[src/rtl/core/itd_pkg.sv]
// shared types and constants for the impact and tilt detector
`timescale 1ns / 1ps

package itd_pkg;

    localparam int MUL_W      = 33;
    localparam int PROD_W     = 2 * MUL_W;
    localparam int CMP_W      = 84;
    localparam int PART_W     = 52;
    localparam int CFG_IDX_W  = 3;
    localparam int CFG_DATA_W = 32;

    localparam logic [CFG_IDX_W-1:0] CFG_REF_X       = 3'd0;
    localparam logic [CFG_IDX_W-1:0] CFG_REF_Y       = 3'd1;
    localparam logic [CFG_IDX_W-1:0] CFG_REF_Z       = 3'd2;
    localparam logic [CFG_IDX_W-1:0] CFG_IMPACT_THR  = 3'd3;
    localparam logic [CFG_IDX_W-1:0] CFG_TILT_COS    = 3'd4;
    localparam logic [CFG_IDX_W-1:0] CFG_IMPACT_HOLD = 3'd5;
    localparam logic [CFG_IDX_W-1:0] CFG_TILT_HOLD   = 3'd6;

    localparam logic [31:0] IMPACT_THR_RST  = 32'd806235958;
    localparam logic [9:0]  TILT_COS_RST    = 10'd800;
    localparam logic [15:0] IMPACT_HOLD_RST = 16'd2000;
    localparam logic [15:0] TILT_HOLD_RST   = 16'd3000;

    localparam logic signed [MUL_W-1:0] COS_SCALE_SQ = 33'sd1000000;

    typedef enum logic [3:0] {
        OP_XX,
        OP_YY,
        OP_ZZ,
        OP_XR,
        OP_YR,
        OP_ZR,
        OP_RXX,
        OP_RYY,
        OP_RZZ,
        OP_TT,
        OP_DOT,
        OP_AB,
        OP_D2_LO,
        OP_D2_HI,
        OP_AB_LO,
        OP_AB_HI
    } mul_op_t;

    typedef struct packed {
        logic    valid;
        mul_op_t op;
    } mul_tag_t;

endpackage

[src/rtl/core/impact_and_tilt_detector.sv]
// top level of the impact and tilt detector: config registers, sequencer, latches
//
//  channel | handshake             | payload
//  --------+-----------------------+----------------------------------------------
//  in      | in_valid / in_ready   | accel_x, accel_y, accel_z, now_ms
//  out     | out_valid / out_ready | impact_event, tilt_event, impact_active, tilt_active
//  cfg     | cfg_valid / cfg_ready | cfg_index, cfg_data
//
//  a sample makes 16 passes through the shared 33x33 multiplier, then its output
//  register drains, then the decision state runs and the sequencer returns to
//  idle, where the next sample can be accepted
//  the result is registered when the decision state completes; in_ready is low meanwhile
//  a result not yet taken holds the decision cycle until out_ready
//  rst_n clears latches, onset times and the sequencer and loads register defaults
`timescale 1ns / 1ps

module impact_and_tilt_detector
    import itd_pkg::*;
(
    input  logic                  clk,
    input  logic                  rst_n,
    input  logic                  in_valid,
    output logic                  in_ready,
    input  logic signed [15:0]    accel_x,
    input  logic signed [15:0]    accel_y,
    input  logic signed [15:0]    accel_z,
    input  logic [31:0]           now_ms,
    output logic                  out_valid,
    input  logic                  out_ready,
    output logic                  impact_event,
    output logic                  tilt_event,
    output logic                  impact_active,
    output logic                  tilt_active,
    input  logic                  cfg_valid,
    output logic                  cfg_ready,
    input  logic [CFG_IDX_W-1:0]  cfg_index,
    input  logic [CFG_DATA_W-1:0] cfg_data
);

    typedef enum logic [1:0] {
        S_IDLE,
        S_RUN,
        S_DONE
    } state_t;

    localparam logic [4:0] LAST_STEP = 5'd16;

    state_t state_reg;
    logic [4:0] step_reg;

    logic signed [15:0] ref_x_reg;
    logic signed [15:0] ref_y_reg;
    logic signed [15:0] ref_z_reg;
    logic [31:0] impact_thr_reg;
    logic [9:0]  tilt_cos_reg;
    logic [15:0] impact_hold_reg;
    logic [15:0] tilt_hold_reg;

    logic signed [15:0] x_reg;
    logic signed [15:0] y_reg;
    logic signed [15:0] z_reg;
    logic [31:0] now_reg;

    logic [31:0]             a_reg;
    logic [31:0]             b_reg;
    logic signed [MUL_W-1:0] dot_reg;
    logic [19:0]             t2_reg;
    logic [63:0]             d2_reg;
    logic [63:0]             ab_reg;
    logic [CMP_W-1:0]        l_reg;
    logic [CMP_W-1:0]        r_reg;

    logic        impact_latched_reg;
    logic        tilt_latched_reg;
    logic [31:0] impact_onset_reg;
    logic [31:0] tilt_onset_reg;

    logic out_valid_reg;
    logic impact_event_reg;
    logic tilt_event_reg;

    logic signed [MUL_W-1:0]  op_a;
    logic signed [MUL_W-1:0]  op_b;
    mul_tag_t                 issue_tag;
    logic signed [PROD_W-1:0] prod;
    mul_tag_t                 prod_tag;

    logic in_fire;
    logic done_fire;
    logic impact_cond;
    logic tilt_cond;
    logic impact_release;
    logic tilt_release;
    logic [31:0] impact_elapsed;
    logic [31:0] tilt_elapsed;

    assign in_ready  = (state_reg == S_IDLE);
    assign in_fire   = in_valid && in_ready;
    assign cfg_ready = 1'b1;
    assign done_fire = (state_reg == S_DONE) && (!out_valid_reg || out_ready);

    // configuration registers
    always_ff @(posedge clk or negedge rst_n)
    begin
        if (!rst_n)
        begin
            ref_x_reg       <= '0;
            ref_y_reg       <= '0;
            ref_z_reg       <= '0;
            impact_thr_reg  <= IMPACT_THR_RST;
            tilt_cos_reg    <= TILT_COS_RST;
            impact_hold_reg <= IMPACT_HOLD_RST;
            tilt_hold_reg   <= TILT_HOLD_RST;
        end
        else if (cfg_valid && cfg_ready)
        begin
            unique case (cfg_index)
                CFG_REF_X:       ref_x_reg       <= cfg_data[15:0];
                CFG_REF_Y:       ref_y_reg       <= cfg_data[15:0];
                CFG_REF_Z:       ref_z_reg       <= cfg_data[15:0];
                CFG_IMPACT_THR:  impact_thr_reg  <= cfg_data;
                CFG_TILT_COS:    tilt_cos_reg    <= cfg_data[9:0];
                CFG_IMPACT_HOLD: impact_hold_reg <= cfg_data[15:0];
                CFG_TILT_HOLD:   tilt_hold_reg   <= cfg_data[15:0];
                default:         ;
            endcase
        end
    end

    // operand selection for the shared multiplier
    always_comb
    begin
        issue_tag.valid = (state_reg == S_RUN) && (step_reg < LAST_STEP);
        issue_tag.op    = mul_op_t'(step_reg[3:0]);
        op_a = '0;
        op_b = '0;
        unique case (issue_tag.op)
            OP_XX:    begin op_a = MUL_W'(x_reg);      op_b = MUL_W'(x_reg);      end
            OP_YY:    begin op_a = MUL_W'(y_reg);      op_b = MUL_W'(y_reg);      end
            OP_ZZ:    begin op_a = MUL_W'(z_reg);      op_b = MUL_W'(z_reg);      end
            OP_XR:    begin op_a = MUL_W'(x_reg);      op_b = MUL_W'(ref_x_reg);  end
            OP_YR:    begin op_a = MUL_W'(y_reg);      op_b = MUL_W'(ref_y_reg);  end
            OP_ZR:    begin op_a = MUL_W'(z_reg);      op_b = MUL_W'(ref_z_reg);  end
            OP_RXX:   begin op_a = MUL_W'(ref_x_reg);  op_b = MUL_W'(ref_x_reg);  end
            OP_RYY:   begin op_a = MUL_W'(ref_y_reg);  op_b = MUL_W'(ref_y_reg);  end
            OP_RZZ:   begin op_a = MUL_W'(ref_z_reg);  op_b = MUL_W'(ref_z_reg);  end
            OP_TT:    begin op_a = MUL_W'(tilt_cos_reg); op_b = MUL_W'(tilt_cos_reg); end
            OP_DOT:   begin op_a = dot_reg;            op_b = dot_reg;            end
            OP_AB:    begin op_a = MUL_W'(a_reg);      op_b = MUL_W'(b_reg);      end
            OP_D2_LO: begin op_a = MUL_W'(d2_reg[31:0]);  op_b = COS_SCALE_SQ;    end
            OP_D2_HI: begin op_a = MUL_W'(d2_reg[63:32]); op_b = COS_SCALE_SQ;    end
            OP_AB_LO: begin op_a = MUL_W'(ab_reg[31:0]);  op_b = MUL_W'(t2_reg);  end
            OP_AB_HI: begin op_a = MUL_W'(ab_reg[63:32]); op_b = MUL_W'(t2_reg);  end
            default:  ;
        endcase
    end

    itd_mul u_mul (
        .clk      (clk),
        .rst_n    (rst_n),
        .op_a     (op_a),
        .op_b     (op_b),
        .tag      (issue_tag),
        .prod     (prod),
        .prod_tag (prod_tag)
    );

    // sample capture and accumulation of products
    always_ff @(posedge clk)
    begin
        if (in_fire)
        begin
            x_reg   <= accel_x;
            y_reg   <= accel_y;
            z_reg   <= accel_z;
            now_reg <= now_ms;
            a_reg   <= '0;
            b_reg   <= '0;
            dot_reg <= '0;
        end
        else if (prod_tag.valid)
        begin
            unique case (prod_tag.op)
                OP_XX, OP_YY, OP_ZZ:    a_reg   <= a_reg + prod[31:0];
                OP_XR, OP_YR, OP_ZR:    dot_reg <= dot_reg + $signed(prod[MUL_W-1:0]);
                OP_RXX, OP_RYY, OP_RZZ: b_reg   <= b_reg + prod[31:0];
                OP_TT:                  t2_reg  <= prod[19:0];
                OP_DOT:                 d2_reg  <= prod[63:0];
                OP_AB:                  ab_reg  <= prod[63:0];
                OP_D2_LO:               l_reg   <= CMP_W'(prod[PART_W-1:0]);
                OP_D2_HI:               l_reg   <= l_reg + {prod[PART_W-1:0], 32'd0};
                OP_AB_LO:               r_reg   <= CMP_W'(prod[PART_W-1:0]);
                OP_AB_HI:               r_reg   <= r_reg + {prod[PART_W-1:0], 32'd0};
                default:                ;
            endcase
        end
    end

    // decision
    always_comb
    begin
        impact_cond    = a_reg > impact_thr_reg;
        tilt_cond      = (a_reg != '0) && (b_reg != '0) && (dot_reg < 0 || l_reg < r_reg);
        impact_elapsed = now_reg - impact_onset_reg;
        tilt_elapsed   = now_reg - tilt_onset_reg;
        impact_release = impact_latched_reg && (impact_elapsed > 32'(impact_hold_reg));
        tilt_release   = tilt_latched_reg && (tilt_elapsed > 32'(tilt_hold_reg));
    end

    // sequencer, latches and result register
    always_ff @(posedge clk or negedge rst_n)
    begin
        if (!rst_n)
        begin
            state_reg          <= S_IDLE;
            step_reg           <= '0;
            impact_latched_reg <= 1'b0;
            tilt_latched_reg   <= 1'b0;
            impact_onset_reg   <= '0;
            tilt_onset_reg     <= '0;
            out_valid_reg      <= 1'b0;
            impact_event_reg   <= 1'b0;
            tilt_event_reg     <= 1'b0;
        end
        else
        begin
            if (out_valid_reg && out_ready && !done_fire)
            begin
                out_valid_reg <= 1'b0;
            end
            unique case (state_reg)
                S_IDLE:
                begin
                    if (in_fire)
                    begin
                        state_reg <= S_RUN;
                        step_reg  <= '0;
                    end
                end
                S_RUN:
                begin
                    if (step_reg == LAST_STEP)
                    begin
                        state_reg <= S_DONE;
                    end
                    else
                    begin
                        step_reg <= step_reg + 5'd1;
                    end
                end
                S_DONE:
                begin
                    if (done_fire)
                    begin
                        state_reg        <= S_IDLE;
                        out_valid_reg    <= 1'b1;
                        impact_event_reg <= impact_cond && !impact_latched_reg;
                        tilt_event_reg   <= tilt_cond && !tilt_latched_reg;
                        if (impact_cond && !impact_latched_reg)
                        begin
                            impact_latched_reg <= 1'b1;
                            impact_onset_reg   <= now_reg;
                        end
                        else if (!impact_cond && impact_release)
                        begin
                            impact_latched_reg <= 1'b0;
                        end
                        if (tilt_cond && !tilt_latched_reg)
                        begin
                            tilt_latched_reg <= 1'b1;
                            tilt_onset_reg   <= now_reg;
                        end
                        else if (!tilt_cond && tilt_release)
                        begin
                            tilt_latched_reg <= 1'b0;
                        end
                    end
                end
                default:
                begin
                    state_reg <= S_IDLE;
                end
            endcase
        end
    end

    assign out_valid     = out_valid_reg;
    assign impact_event  = impact_event_reg;
    assign tilt_event    = tilt_event_reg;
    assign impact_active = impact_latched_reg;
    assign tilt_active   = tilt_latched_reg;

    a_event_implies_active: assert property (@(posedge clk) disable iff (!rst_n)
        out_valid |-> ((!impact_event || impact_active) && (!tilt_event || tilt_active)))
        else $error("event raised without its latch set");

    a_result_from_done: assert property (@(posedge clk) disable iff (!rst_n)
        $rose(out_valid) |-> $past(state_reg == S_DONE))
        else $error("result raised outside the decision cycle");

    a_accept_starts_run: assert property (@(posedge clk) disable iff (!rst_n)
        (in_valid && in_ready) |=> (state_reg == S_RUN && step_reg == '0))
        else $error("accepted transaction did not start the sequencer");

    a_product_only_in_run: assert property (@(posedge clk) disable iff (!rst_n)
        prod_tag.valid |-> (state_reg == S_RUN))
        else $error("multiplier product outside the run phase");

endmodule

[src/rtl/core/itd_mul.sv]
// registered signed multiplier with tag carried alongside the product
`timescale 1ns / 1ps

module itd_mul
    import itd_pkg::*;
(
    input  logic                     clk,
    input  logic                     rst_n,
    input  logic signed [MUL_W-1:0]  op_a,
    input  logic signed [MUL_W-1:0]  op_b,
    input  mul_tag_t                 tag,
    output logic signed [PROD_W-1:0] prod,
    output mul_tag_t                 prod_tag
);

    logic signed [PROD_W-1:0] prod_reg;
    mul_tag_t                 tag_reg;

    always_ff @(posedge clk)
    begin
        if (tag.valid)
        begin
            prod_reg <= op_a * op_b;
        end
    end

    always_ff @(posedge clk or negedge rst_n)
    begin
        if (!rst_n)
        begin
            tag_reg <= '0;
        end
        else
        begin
            tag_reg <= tag;
        end
    end

    assign prod     = prod_reg;
    assign prod_tag = tag_reg;

endmodule

[config.mk]
export PLATFORM = sky130hd
export DESIGN_NAME = impact_and_tilt_detector
export DESIGN_NICKNAME = d
export VERILOG_FILES = /design/src/rtl/core/itd_pkg.sv /design/src/rtl/core/impact_and_tilt_detector.sv /design/src/rtl/core/itd_mul.sv
export SDC_FILE = /design/constraint.sdc
export NUM_CORES = 2
export LEC_CHECK = 0
export ABC_AREA = 1
export BUFFER_PORTS_ARGS = -buffer_cell sky130_fd_sc_hd__buf_4
export CELL_PAD_IN_SITES_DETAIL_PLACEMENT = 1
export CELL_PAD_IN_SITES_GLOBAL_PLACEMENT = 2
export CORE_MARGIN = 5
export CORE_UTILIZATION = 37
export CTS_BUF_LIST = sky130_fd_sc_hd__clkbuf_16
export DETAILED_ROUTE_END_ITERATION = 7
export HOLD_SLACK_MARGIN = 0.06
export PLACE_DENSITY_LB_ADDON = 0.08
export SLEW_MARGIN = 40
export SYNTH_ARGS = -nofsm -noshare
export SYNTH_HDL_FRONTEND = slang
export SYNTH_SLANG_ARGS = --single-unit
export TNS_END_PERCENT = 50
[constraint.sdc]
create_clock -name clk -period 9.75 [get_ports clk]
set_clock_uncertainty 0.15 [all_clocks]
set_input_delay 0.4875 -clock clk [delete_from_list [all_inputs] [get_ports clk]]
set_output_delay 0.4875 -clock clk [all_outputs]
set_load 0.1 [all_outputs]
* After elaboration in Yosys (flattened, before gate mapping)
Index checks and enable logic that the tools add are counted.
Cells by class: add/subtract/negate cells 8, $mul 1, $lt $le $gt $ge 6, equality and inequality tests 43, multiplexer cells 18, bitwise operators 1, reductions and logical operators 65
Operators with widths (count):
- 33-bit case mux with 13 select lines | 1
- 33-bit case mux with 11 select lines | 1
- 84-bit case mux with 2 select lines | 2
- 84-bit adder | 2
- 84-bit < comparator | 1
- 32-bit adder | 2
- 4-bit equality test, second input constant | 16
- 32-bit by 16-bit greater-than comparator with 1-bit output | 2
- 33-bit by 33-bit multiplier with 64-bit output | 1
- 32-bit nonzero test | 2
- 32-bit subtractor | 2
- 33-bit adder | 1
- 33-bit by 1-bit < comparator with 1-bit output, second input constant | 1
- 3-bit AND reduction | 11
- 4-bit by 3-bit equality test with 1-bit output, second input constant | 8
- 32-bit greater-than comparator | 1
- 2-bit AND reduction | 11
- 4-bit by 2-bit equality test with 1-bit output, second input constant | 4
- 2-bit OR reduction | 8
- 1-bit logical AND | 13
- 5-bit two-way mux | 2
- 5-bit case mux with 2 select lines | 1
- 2-bit nonzero test | 5
- 3-bit equality test, second input constant | 3
- 20 further kinds | 41
Word-level totals: bits in registers 760, input port bits 120, output and inout port bits 7, logic and storage cells 173

* Logic depth before layout (Yosys ltp)
depth after elaboration 8, depth in mapped cells 44

* By module
From an unflattened synthesis, not the netlist that was laid out.
Second synthesis, totals: cell total of the unflattened synthesis 11942, area, all modules 92023.3 µm²
By module, submodules not included:
- impact_and_tilt_detector | instances 1, cells each 6392, area an instance 48043.6 µm², sequential area each 18825.6 µm²
- itd_mul | instances 1, cells each 5550, area an instance 43979.7 µm², sequential area each 2107.0 µm²

* Least setup slack after synthesis
Ideal clock, no wire load.
kind reg-to-reg, start point register step_reg[0], end point register u_mul.prod_reg[55] (netlist: u_mul.prod[55]), data pin, setup time 0.258 ns, data arrival time 8.696 ns, slack 0.646 ns, cell stages (with the launch flop) 37, path buffers 3, period minus slack after synthesis 9.104 ns, path through dfrtp_1 > ha_1 > inv_1 > nor2_2 > clkinv_1 > buf_2 > buf_2 > o21ai_0 > a21oi_1 > nand4_1 > o21ai_0 > inv_1 > buf_2 > nand2_1 > fa_1 > inv_1 > fa_1 > fa_1 > inv_1 > fa_1 > inv_1 > fa_1 > fa_1 > fa_1 > inv_1 > fa_1 > inv_1 > ha_1 > nand2_1 > nor2_1 > inv_1 > nor2_1 > and3_1 > or3b_2 > nand3_1 > a21oi_1 > xnor2_1
Between the ends: word-level cells in the longest chain between the ends 4, elaborated cells on any way between the ends 27, those cells by class mul: 1; eq/ne: 15; mux: 2; reduce/logical: 9
Ends and longest elaborated chain:
- from (decl) | line impact_and_tilt_detector.sv:49 | logic [4:0] step_reg;
- from (signal assigned) | line impact_and_tilt_detector.sv:248 | step_reg <= step_reg + 5'd1;
- 4-bit by 3-bit equality test with 1-bit output, or another cell as far along | line impact_and_tilt_detector.sv:137 | unique case (issue_tag.op)
- 2-bit OR reduction (no line)
- 33-bit case mux with 13 select lines / 33-bit case mux with 11 select lines (equally long branches) | line impact_and_tilt_detector.sv:137
- 33-bit by 33-bit multiplier with 64-bit output * | line itd_mul.sv:23 | prod_reg <= op_a * op_b;
- to (signal assigned) | line itd_mul.sv:23
- to (decl) | line itd_mul.sv:16 | logic signed [PROD_W-1:0] prod_reg;
Mark *: on every way between the ends. The rest lies on a longest branch, timed or not. A chain may end at the register's enable or synchronous reset.

* Worst setup path in the final report
start point register step_reg[1], end point register u_mul.prod_reg[57] (netlist: u_mul.prod[57]), data pin
Same word-level chain as after synthesis.

==> summary.md <==
| Metric | Value |
|---|---|
| Post-Place Setup Slack | -0.390 ns |
| DR vias/cell | 5.28 |
| Reg2reg start | step_reg[1] |
| Peak Freq | 105 MHz |
| Clk root buf | clkbuf_16 |
| Flip-flop and latch area | 20,900 um^2 |
| Worst setup margin | 0.186 ns |
| Final TNS setup | 0 ns |
| Total GRT Usage | 0.315 |
| Syn. warnings | 0 |
| Largest net degree at the start of global routing | 87 |
| Area growth syn-to-layout | 19.9% |
| Synthesized area | 86,400 um^2 |
| Area of the multi-input gates | 56,800 um^2 |
| Fillcell total | 27,600 |
| CP Capture Type | register |
| Final wirelength | 389 mm |
| Clock tree buffer depth | 3 |
| Post-synthesis sequential area ratio | 0.241 |
| CP top delay family | adder cells |
| Core area | 233,000 um^2 |
| Max-Cap Viols | 0 |
| Slew @ Worst Pin | 0.881 ns |
| Status | finished, final reports clean |
| CP startpoint | step_reg[1] |
| Placed Instance Area | 97,400 um^2 |
| Final core occ | 0.446 |
| CP arrival | 9.85 ns |
| Clock transition at path regs | 0.06 ns |
| Die Wd | 493 um |
| Slowest Stage Delay on Critical Path | 0.59 ns |
| # rows | 177 |
| Clk_lat worst skew | 0.78 ns |
| Finish-stage setup viols | 0 |
| CTS sink count | 760 |
| I/O Pins | 127 |
| Crit-path max FO | 5 |
| Vias in the first global route | 81,900 |
| DR vias | 76,500 |
| Post-synthesis instance total | 10,500 |
| RSZ-0062 raised after global routing | yes |
| WL/cell | 26.9 um |
| Gpl congestion | 0.986 |
| First-pass GRT wire length | 560 mm |
| Worst Path Buf+Inv | 18 |
| CP startpoint kind | register |
| Hold path startpoint | cfg_data[0] |
| DRC | 0 |
| Design area | 104,000 um^2 |
| Layout cell share with drive strength beyond 1 | 0.128 |
| ANT nets after route | 0 |
| Die Ht | 493 um |
| Final Hold Viols | 0 |
| Syn avg cell area | 8.25 um^2 |
| Num CTS Buffers | 96 |
| Synth unique cells | 62 |
| Nets | 13,200 |
| Critical path class | reg -> reg |
| Initial antenna violation count | 21 |
| Crit share post-route | 0.981 |
| Ys async rst share | 0.267 |
| DRT iter0 DRCs | 5,198 |
| Worst relative slew slack | 0.407 |
| Slew Viols, Final | 0 |
| Initial Util | 0.372 |
| WP data required | 10.03 ns |
| Post-route minimum period | 9.56 ns |
| Synthesized flop and latch total | 760 |
| Pre-antenna DRT Iters | 5 |
| Gr ovfl total | 0 |
| Port bufs | 125 |
| H-tree Lvls | 3 |
| Post-synth EDFFs | 460 |
| Syn_nets | 12,400 |
| Die footprint | 243,000 um^2 |
| Hpwl dp | 320 mm |
| Hold Crit Class | in -> reg |
| TritonCTS clock tree | done |
| Top FF cell, synth | edfxtp_1 |
| Slowest-stage cell, CP | fa_1 |
-- cells by family after synthesis --
kind of cell,Yosys count,synth area share
and+or+nand+nor,3575,0.166
adders and majority gates,1753,0.352
buffers and inverters,2572,0.114
DFF,760,0.241
other,1,0.0000434
xor gates and xnor gates,212,0.0215
AOI/OAI and AO/OA,1607,0.106
-- per-stage QoR --
step,instances,hold slack [ns]
finish,14500,0.115
global route,14500,0.105
CTS,14400,0.0722
detailed placement,14100,0.281
global placement,14100,0.276
floorplan,10500,0.0419
-- tightest hold or removal path, cell delays in order --
cell,delay [ns]
buf_4,0.08
inv_1,0.20
o21ai_0,0.22
-- cell usage in the layout, fill, tap and decap left out, types with 105 or more instances in the layout --
cell / netlist / final
nor2_1: 1020 / 991
o21ai_0: 603 / 584
xor2_1: 126 / 126
buf_4: 5 / 822
nand2_1: 2061 / 2032
buf_12: 0 / 115
nand3_1: 238 / 224
edfxtp_1: 460 / 460
inv_1: 2238 / 2237
ha_1: 621 / 604
fa_1: 1132 / 1118
a21oi_1: 591 / 579
clkbuf_16: 0 / 105
dfrtp_1: 173 / 169
-- area by class of cell --
type / instances / area share
Inverter: 2280 / 0.0837
Clock inverter: 83 / 0.00815
Sequential cell: 760 / 0.202
Tap cell: 3043 / 0.0367
Timing Repair Buffer: 1081 / 0.0973
Clock buffer: 98 / 0.0237
Multi-Input combinational cell: 7148 / 0.549
Antenna cell: 8 / 0.000193
-- cell usage after synthesis (5+ instances only) --
library cell / number / area, um^2
a2111oi_0: 9 / 78.8
a211oi_1: 16 / 120
a21boi_0: 15 / 113
a21o_1: 42 / 315
a21oi_1: 591 / 2960
a221oi_1: 60 / 526
a22oi_1: 5 / 37.5
a31oi_1: 62 / 388
and3_1: 7 / 43.8
buf_1: 5 / 18.8
buf_2: 117 / 586
buf_4: 5 / 37.5
clkbuf_1: 165 / 619
clkinv_1: 5 / 18.8
dfrtp_1: 173 / 4330
dfstp_2: 30 / 788
dfxtp_1: 97 / 1940
edfxtp_1: 460 / 13800
fa_1: 1132 / 22700
ha_1: 621 / 7770
inv_1: 2238 / 8400
inv_2: 36 / 135
nand2_1: 2061 / 7740
nand2_2: 8 / 50.1
nand3_1: 238 / 1190
nand3b_1: 8 / 60.1
nand4_1: 98 / 613
nor2_1: 1020 / 3830
nor2_2: 9 / 56.3
nor3_1: 67 / 335
nor4_1: 37 / 231
o2111ai_1: 13 / 114
o211ai_1: 27 / 203
o21a_1: 39 / 293
o21ai_0: 603 / 3020
o21ai_1: 14 / 70.1
o21ai_2: 25 / 219
o21bai_1: 35 / 263
o221ai_1: 14 / 123
o22ai_1: 21 / 131
or2_2: 12 / 75.1
xnor2_1: 86 / 753
xor2_1: 126 / 1100
-- metal layers --
layer | wire length, um | vias up | part of all wire | track usage
met2 | 179000 | 2189 | 0.46 | 0.518
met3 | 24100 | 623 | 0.062 | 0.0491
li1 | - | 34600 | - | -
met1 | 166000 | 39100 | 0.43 | 0.416
met5 | 69 | - | 0.00018 | 0
met4 | 19700 | 10 | 0.050 | 0.129
-- repair_timing --
action | 4_1_cts | 5_1_grt
gates cloned | 0 | 8
endpoints found under the setup margin | 30 | 38
buffers inserted | 5 | 53
pin swaps | 7 | 70
endpoints found under the hold margin | 197 | 0
hold buffers | 101 | 0
resized for setup | 67 | 242
-- final timing paths --
check / endpoint / slack, ns / depth (start not counted)
worst max-delay path: u_mul.prod[57] / 0.19 / 42
worst min-delay path: ref_y_reg[0] / 0.12 / 3
worst max register to register: u_mul.prod[57] / 0.19 / 42
worst min register to register: d2_reg[54] / 0.30 / 0
max in group asynchronous: impact_thr_reg[26] / 8.07 / 3
min in group asynchronous: out_valid / 0.18 / 2
Power is not shown: default switching activity piles up to over one toggle a cycle in this logic, so the estimate is an artifact.
